<file path="src/hdl/crq_pkg.sv">
// shared types, constants and codes of the cycle tagged ring queue
package crq_pkg;

    localparam int MAX_ORDER_DEF = 10;
    localparam int DATA_BITS     = 32;
    localparam int ORDER_RST_DEF = 10;

    localparam int ENTRY_W = 64;
    localparam int CNT_W   = 64;
    localparam int DATA_W  = 32;
    localparam int ORDER_W = 4;
    localparam int WIDTH_W = 6;
    localparam int CFG_W   = 6;
    localparam int INDEX_W = 1;
    localparam int STATUS_W = 2;

    localparam logic OP_ENQ = 1'b0;
    localparam logic OP_DEQ = 1'b1;

    localparam logic [INDEX_W-1:0] REG_QUEUE_ORDER = 1'd0;
    localparam logic [INDEX_W-1:0] REG_PAY_WIDTH   = 1'd1;

    localparam logic [STATUS_W-1:0] STATUS_OK      = 2'd0;
    localparam logic [STATUS_W-1:0] STATUS_INVALID = 2'd1;
    localparam logic [STATUS_W-1:0] STATUS_EMPTY   = 2'd2;
    localparam logic [STATUS_W-1:0] STATUS_FULL    = 2'd3;

    typedef struct packed {
        logic accept;
        logic step;
        logic clear_step;
    } crq_cmd_t;

    typedef struct packed {
        logic step_done;
        logic clear_last;
    } crq_stat_t;

endpackage

</file>
<file path="src/hdl/crq_ctrl.sv">
// controller state machine of the cycle tagged ring queue
module crq_ctrl (
    input  logic               clk,
    input  logic               rst_n,
    input  logic               cfg_we,
    input  logic               in_valid,
    output logic               in_ready,
    output logic               out_valid,
    input  logic               out_ready,
    input  crq_pkg::crq_stat_t stat,
    output crq_pkg::crq_cmd_t  cmd
);
    import crq_pkg::*;

    localparam logic [1:0] ST_CLEAR = 2'd0;
    localparam logic [1:0] ST_IDLE  = 2'd1;
    localparam logic [1:0] ST_WALK  = 2'd2;

    logic [1:0] state_reg;
    logic [1:0] state_next;
    logic       out_valid_reg;
    logic       out_valid_next;
    logic       out_free;

    assign out_free  = !out_valid_reg || out_ready;
    assign in_ready  = (state_reg == ST_IDLE);
    assign out_valid = out_valid_reg;

    always_comb
    begin
        state_next     = state_reg;
        out_valid_next = out_valid_reg && !out_ready;
        cmd            = '0;
        case (state_reg)
            ST_CLEAR:
            begin
                cmd.clear_step = 1'b1;
                if (stat.clear_last)
                begin
                    state_next = ST_IDLE;
                end
            end
            ST_IDLE:
            begin
                if (in_valid)
                begin
                    cmd.accept = 1'b1;
                    state_next = ST_WALK;
                end
            end
            ST_WALK:
            begin
                if (out_free)
                begin
                    cmd.step = 1'b1;
                    if (stat.step_done)
                    begin
                        out_valid_next = 1'b1;
                        state_next     = ST_IDLE;
                    end
                end
            end
            default:
            begin
                state_next = ST_CLEAR;
            end
        endcase
        if (cfg_we)
        begin
            state_next = ST_CLEAR;
        end
    end

    always_ff @(posedge clk or negedge rst_n)
    begin
        if (!rst_n)
        begin
            state_reg     <= ST_CLEAR;
            out_valid_reg <= 1'b0;
        end
        else
        begin
            state_reg     <= state_next;
            out_valid_reg <= out_valid_next;
        end
    end

    a_cfg_clears: assert property (@(posedge clk) disable iff (!rst_n)
        cfg_we |=> state_reg == ST_CLEAR)
        else $error("config write did not start a clearing pass");

    a_result_from_walk: assert property (@(posedge clk) disable iff (!rst_n)
        $rose(out_valid_reg) |-> $past(state_reg) == ST_WALK)
        else $error("result raised outside a walk");

    a_accept_walks: assert property (@(posedge clk) disable iff (!rst_n)
        (in_valid && in_ready && !cfg_we) |=> state_reg == ST_WALK)
        else $error("accepted transaction did not start a walk");

endmodule

</file>
<file path="config.mk">
export PLATFORM = sky130hd
export DESIGN_NAME = crq_ctrl
export DESIGN_NICKNAME = d
export VERILOG_FILES = /design/src/hdl/crq_pkg.sv /design/src/hdl/crq_ctrl.sv
export SDC_FILE = /design/constraint.sdc
export NUM_CORES = 1
export LEC_CHECK = 0
export BUFFER_PORTS_ARGS = -buffer_cell sky130_fd_sc_hd__buf_2
export CORE_AREA = 3 3 40 42
export DETAILED_ROUTE_END_ITERATION = 8
export DIE_AREA = 0 0 43 45
export PLACE_DENSITY = 0.42
export RECOVER_POWER = 100
export SLEW_MARGIN = 40
export SYNTH_ARGS = -nofsm -noshare
export SYNTH_HDL_FRONTEND = slang
export SYNTH_SLANG_ARGS = --single-unit
</file>
<file path="constraint.sdc">
create_clock -name clk -period 0.9 [get_ports clk]
set_clock_uncertainty 0.05 [all_clocks]
set_input_delay 0.09 -clock clk [delete_from_list [all_inputs] [get_ports clk]]
set_output_delay 0.09 -clock clk [all_outputs]
set_load 0.005 [all_outputs]
</file>
==> results of run 1 <==
## critical path, stage by stage (launching register included)
cell and delay, ns:
dfrtp_1 0.39, and2b_2 0.23, and2_4 0.14, buf_6 0.11
## final cells by class
type | count | area [sq um] | share of cell area
flip-flops and latches | 3 | 75.1 | 0.206
well taps | 15 | 18.8 | 0.0515
repair buffers | 18 | 129 | 0.354
inverters | 1 | 3.75 | 0.0103
clock buffers | 4 | 26.3 | 0.0722
multi-input cells | 14 | 111 | 0.306
## logic make-up (layout without fill, tap and decap cells)
group	after synthesis	in the layout	share of synthesized area
simple gates	10	10	0.370
compound gates	4	4	0.163
flops	3	3	0.444
buf+inv	1	23	0.0222
## worst max path at each step
stage                                          end                      from  cells after the start  slack, ns
after floorplan           state_reg[1]$_DFFE_PN0P_  state_reg[0]$_DFFE_PN0P_                      3      -0.13
after global placement    state_reg[1]$_DFFE_PN0P_  state_reg[0]$_DFFE_PN0P_                      3      -0.14
after detailed placement  state_reg[1]$_DFFE_PN0P_  state_reg[1]$_DFFE_PN0P_                      3      -0.14
after CTS                                   cmd[1]  state_reg[0]$_DFFE_PN0P_                      3      -0.32
after global routing                        cmd[1]  state_reg[0]$_DFFE_PN0P_                      3      -0.37
final                                       cmd[1]  state_reg[1]$_DFFE_PN0P_                      3      -0.33
## routing by layer
metal / vias to the layer above / track usage
li1: 102 / -
met4: 0 / 0.0723
met2: 14 / 0.0808
met1: 88 / 0.0775
met5: - / 0
met3: 2 / 0.0239
## power breakdown
group	total, mW	internal [mW]	switching (mW)	leakage [nW]
Clock	0.243	0.167	0.0767	0.0150
Combinational	0.119	0.0751	0.0435	0.142
Sequential	0.149	0.144	0.00502	0.0405
Total	0.511	0.385	0.125	0.198
## placed cells by master, fill, tap and decap left out, drive strengths merged
cell	count
buf	15
clkbuf	5
dfrtp	3
and2	2
dlygate4sd3	2
nand2	2
a21oi	2
nor2b	1
nor2	1
nand2b	1
and2b	1
a21boi	1
o21ba	1
nand3	1
inv	1
nor3b	1
## metrics by stage
| step | hold WS [ns] | util | worst slack [ns] | total power [mW] | TNS [ns] |
|---|---|---|---|---|---|
| floorplan | -0.256 | - | -0.128 | 0.185 | -0.135 |
| global placement | -0.156 | 0.201 | -0.138 | 0.230 | -0.429 |
| detailed placement | -0.157 | 0.201 | -0.142 | 0.229 | -0.424 |
| CTS | 0.0317 | 0.251 | -0.320 | 0.497 | -1.50 |
| global route | 0.0630 | 0.283 | -0.370 | 0.540 | -2.01 |
| finish | 0.0418 | 0.283 | -0.330 | 0.511 | -1.61 |
## repair_timing
action / 4_1_cts / 5_1_grt
hold buffers: 2 / 0
pin swaps: 2 / 1
endpoints found under the hold margin: 4 / 0
buffers inserted: 1 / 2
cloned: 0 / 0
gates resized for setup: 3 / 8
setup endpoints to repair: 6 / 8
==> results.ini, run 1 <==
[run_status]
status=finished with violations
violations=setup timing

[global_routing]
grt_max_degree=5
antenna_found_initial=0
grt_use_total=0.0642
first_global_vias=218
gr-total-overflow=0
grt_pass1_wl_um=848

[placed_design]
port_buffers=11
dp_cells=46
gp_congestion=0.632
placed_area_sq_um=258

[hold_path]
hold_path_depth=3
holdPathEnd=out_valid$_DFF_PN0_
holdCritStartpoint=stat[1]
hold_path.class=primary input to flop

[die]
initial_core_util=0.131
die_height_um=45
die_area_sq_mm=0.00194
design.core.area_sq_mm=0.00128
io_pins=12
num_rows=13
dieWidth_um=43

[timing]
finalHoldViolCount=0
slew_violations=0
grt_setup_unrepaired=yes
min_period_over_period=1.37
slew_headroom=0.874
setup_ws_ns=-0.330
setup_viol=7
period_minus_slack_ns=1.23
worst_pin_slew_ns=0.188
max_freq_mhz=813

[clocking]
cts.sinks=3
clk_latency_ns=0.24
cts.clk_slew.worst_paths_ns=0.04
cts_tree=yes
htree_levels=1
cts_buffers=3
clk_path_buf_depth=2
ctsRootBufferMaster=clkbuf_4

[synthesis]
netlist.area_leader.share=0.444
synth_top_area_cell=dfrtp_1
yosysWarningCount=0
synthTopCellsByCount=3 x dfrtp_1, 2 x a21oi_1, 2 x nand2_1
synth.avg_cell_area_sq_um=9.38
syn-cell-area_sq_um=169
synth_top_flop_cell=dfrtp_1
syn-num-nets=25
yosysUniqueCellTypes=14
synth_cells=18
synthMostInstantiatedCell=dfrtp_1
synth_edf_count=0
yosys_register_bits=3
async_flop_share=1.00
synthTopCellsByArea=dfrtp_1 44%, a21oi_1 5.9%, o21ba_1 5.9%, and2_4 5.2%, nor2b_2 5.2%
ys_seq_area_frac=0.444

[worst_setup_path]
rr_startpoint=state_reg[1]$_DFFE_PN0P_
endpoint_kind=output pin
r2r_slack_ns=-0.28
r2r-end=state_reg[1]$_DFFE_PN0P_
reg2regPathDepth=4
worstPathArrival_ns=1.09
worstPathMaxFanout=3
critPathRequiredTime_ns=0.76
critPathLaunchType=flop
path_class=flop to output pin

[routing]
met3_length_um=58
wl_met1_um=216
highest_layer=met4
drtPass1Iterations=4
route.met2.wl_um=187
postRouteAntennaNets=0
drtIter0Drc=4
via_count=206
drc=0
wire_per_inst_um=8.60
via_per_inst=3.75
postRouteWirelength_um=473

[finish]
nFillCells=144
largest_reg_flops=2
syn2layout_area_growth_pct=116
fin_area_sq_um=364
layout.nets=48
drive_gt1_frac=0.650
fin_cells=55
diodes=0

[pwr]
vdd_drop_max_v=0.000616
power.density_mw_per_mm2=1400
p_leak_nw=0.198

[run]
cap_viol_max_count=0

No activity file was read; power rests on OpenSTA's default activity.
==> run 2: changes to the inputs <==
- ABC_AREA: unset -> 1
- PLACE_DENSITY: 0.42 -> 0.44
==> run 2 against run 1 <==
Compared with the run above:
- the run still ends with setup timing left
- critical path depth rose by 1
- via count is 19% higher
- routed wire length up 10%
- worst hold slack better by 0.034 ns
- setup slack improved by 0.093 ns
- sequential share of layout area decreased by 1.6 points
- sequential cell count is the same
- area after synthesis grew 13%
- count of clock-buffer cells in the layout did not move
- first-iteration DRC count is 100% lower
- sequential power is 26% higher
- largest cell class is now multi-input gates
==> results.ini, run 2 <==
[synthesis]
synth_cells=28  ; +10
ys_seq_area_frac=0.395  ; -0.0497
async_flop_share=1.00  ; unchanged
synth_xor_area_frac=0  ; unchanged
synthTopCellsByArea=dfrtp_1 39%, nand2_1 16%, nor2_1 9.9%, nand2_2 6.6%, nand3_2 5.3%
yosysUniqueCellTypes=12  ; -2
synth_compound_area_frac=0.0526  ; -0.110
syn-num-nets=35  ; +40%
syn-cell-area_sq_um=190  ; +13%
synthTopCellsByCount=8 x nand2_1, 5 x nor2_1, 3 x dfrtp_1
synth_top_area_cell=dfrtp_1
synthMostInstantiatedCell=nand2_1
synth_fa_ha_area_frac=0  ; unchanged
yosysWarningCount=0  ; unchanged
synth_edf_count=0  ; unchanged
synth.avg_cell_area_sq_um=6.79  ; -28%
yosys_register_bits=3  ; unchanged
netlist.area_leader.share=0.395  ; -0.0497
synth_top_flop_cell=dfrtp_1
synthMuxAreaShare=0  ; unchanged
synth_top_family_by_area=simple AND/OR/NAND/NOR gates
synth-simple-area-share=0.474  ; +0.103

[worst_setup_path]
critPathRequiredTime_ns=0.76  ; about the same
path_class=flop to output pin
crit_start=state_reg[0]$_DFFE_PN0P_
endpoint_kind=output pin
worstPathMaxFanout=4  ; +1
worstPathArrival_ns=1.00  ; -0.09 ns
critPathLaunchType=flop
rr_startpoint=state_reg[0]$_DFFE_PN0P_

[die]
dieWidth_um=43  ; unchanged
die_height_um=45  ; unchanged
design.core.area_sq_mm=0.00128  ; unchanged
die_area_sq_mm=0.00194  ; unchanged
io_pins=12  ; unchanged
num_rows=13  ; unchanged
initial_core_util=0.148  ; +0.0166

[timing]
setup_ws_ns=-0.237  ; +0.0933 ns
grt_setup_unrepaired=yes
slew_headroom=0.860  ; -0.0145
worst_pin_slew_ns=0.209  ; +0.0210 ns
min_period_over_period=1.26  ; -0.104
slew_violations=0  ; unchanged
setup_viol=6  ; -1
period_minus_slack_ns=1.14  ; -0.0933 ns
max_freq_mhz=880  ; +8.2%
finalHoldViolCount=0  ; unchanged

[finish]
layout.nets=58  ; +21%
syn2layout_area_growth_pct=111
multi_input_area_sq_um=143  ; +28%
register_area_sq_um=76.3  ; +1.7%
nFillCells=146  ; +1.4%
drive_gt1_frac=0.660  ; +0.0100
diodes=0  ; unchanged
final_cell_mix=9 x buf_2, 6 x nand2_1, 4 x buf_4
fin_cells=65  ; +18%
largest_reg_flops=2  ; unchanged
final_common_cell=buf_2

[run_status]
violations=setup timing
status=finished with violations

[global_routing]
first_global_vias=254  ; +17%
gr-total-overflow=0  ; unchanged
grt_max_degree=6  ; +1
grt_use_total=0.0717  ; +0.00745
grt_pass1_wl_um=966  ; +14%
antenna_found_initial=0  ; unchanged

[clocking]
clk_path_buf_depth=2  ; unchanged
cts_buffers=3  ; unchanged
htree_levels=1  ; unchanged
ctsRootBufferMaster=clkbuf_4
cts.sinks=3  ; unchanged
clk_latency_ns=0.23  ; about the same
cts.clk_slew.worst_paths_ns=0.04  ; about the same
cts_tree=yes

[pwr]
p_leak_nw=0.219  ; +11%
power.density_mw_per_mm2=1860  ; +33%
vdd_drop_max_v=0.000449  ; -27%

[hold_path]
holdCritStartpoint=stat[1]
hold_path.class=primary input to flop

[routing]
wire_per_inst_um=8.02  ; -6.8%
drtIter0Drc=0  ; -4
postRouteWirelength_um=521  ; +10%
via_count=246  ; +19%
drc=0  ; unchanged
via_per_inst=3.78  ; +1.0%
postRouteAntennaNets=0  ; unchanged
drtPass1Iterations=1  ; -3

[placed_design]
gp_congestion=0.661  ; +4.5%
port_buffers=11  ; unchanged
place.detailed.hpwl_um=405
pre_cts_ws_ns=-0.128  ; +0.0144 ns
dp_cells=58  ; +26%

[run]
cap_viol_max_count=0  ; unchanged

==> run 2: changes by cell type after synthesis, moves of 2 or more <==
cell / before / now
nor2_1: 1 / 5
nand2_1: 2 / 8
nand2_2: 0 / 2
inv_2: 0 / 2
==> run 2: where the power goes <==
part	switching, mW	total, mW	internal, mW
Combinational	0.142	0.326	0.184
Sequential	0.0273	0.188	0.160
Clock	0.0687	0.235	0.166
Total	0.238	0.749	0.511
==> run 2: per-layer routing <==
layer | up-vias | global-route usage | wire length, um
li1 | 129 | - | -
met1 | 107 | 0.0773 | 203
met2 | 8 | 0.108 | 258
met3 | 2 | 0.0239 | 42
met4 | 0 | 0.0723 | 16
met5 | - | 0 | 0
==> run 2: final timing paths <==
| path | slack [ns] | end | depth (start not counted) |
|---|---|---|---|
| setup / recovery | -0.24 | cmd[1] | 4 |
| hold / removal | 0.08 | out_valid$_DFF_PN0_ | 3 |
| max in group asynchronous | 0.50 | state_reg[1]$_DFFE_PN0P_ | 2 |
| min in group asynchronous | 0.14 | state_reg[0]$_DFFE_PN0P_ | 2 |
| setup reg to reg | -0.16 | state_reg[0]$_DFFE_PN0P_ | 7 |
| hold reg to reg | 0.50 | out_valid$_DFF_PN0_ | 2 |
==> run 2: area by class of cell <==
type | count | area share
Multi-Input combinational cell | 21 | 0.355
Timing Repair Buffer | 18 | 0.305
Sequential cell | 3 | 0.190
Clock buffer | 4 | 0.0654
Tap cell | 15 | 0.0467
Inverter | 4 | 0.0374
==> run 2: kinds of logic (layout without fill, tap and decap cells) <==
family / Yosys count / count (layout)
DFF: 3 / 3
buffers and inverters: 4 / 26
AOI/OAI and AO/OA: 2 / 2
and+or+nand+nor: 19 / 19
==> run 2: through the flow <==
step,instance area [sq um],utilization,setup TNS [ns],power [mW],hold slack (ns)
after global routing,402,0.313,-1.54,0.802,0.0893
final,402,0.313,-1.15,0.749,0.0755
after detailed placement,299,0.233,-0.252,0.405,-0.162
after global placement,299,0.233,-0.306,0.409,-0.161
after floorplan,195,-,-0.0712,0.292,-0.256
after CTS,384,0.299,-1.35,0.742,0.0673
==> run 2: worst max-delay path: stages, from the launching register on <==
cell     delay [ns]
dfrtp_1        0.38
inv_2          0.11
nand2_2        0.07
a21oi_2        0.09
buf_2          0.12
==> run 2: what timing repair did <==
item                                    in CTS  in global routing
pin swaps                                    1                  2
hold endpoints to repair                     3                  0
buffers inserted                             2                  0
resized for setup                            9                  5
hold buffers                                 1                  0
endpoints found under the setup margin       7                  8
cloned                                       0                  0
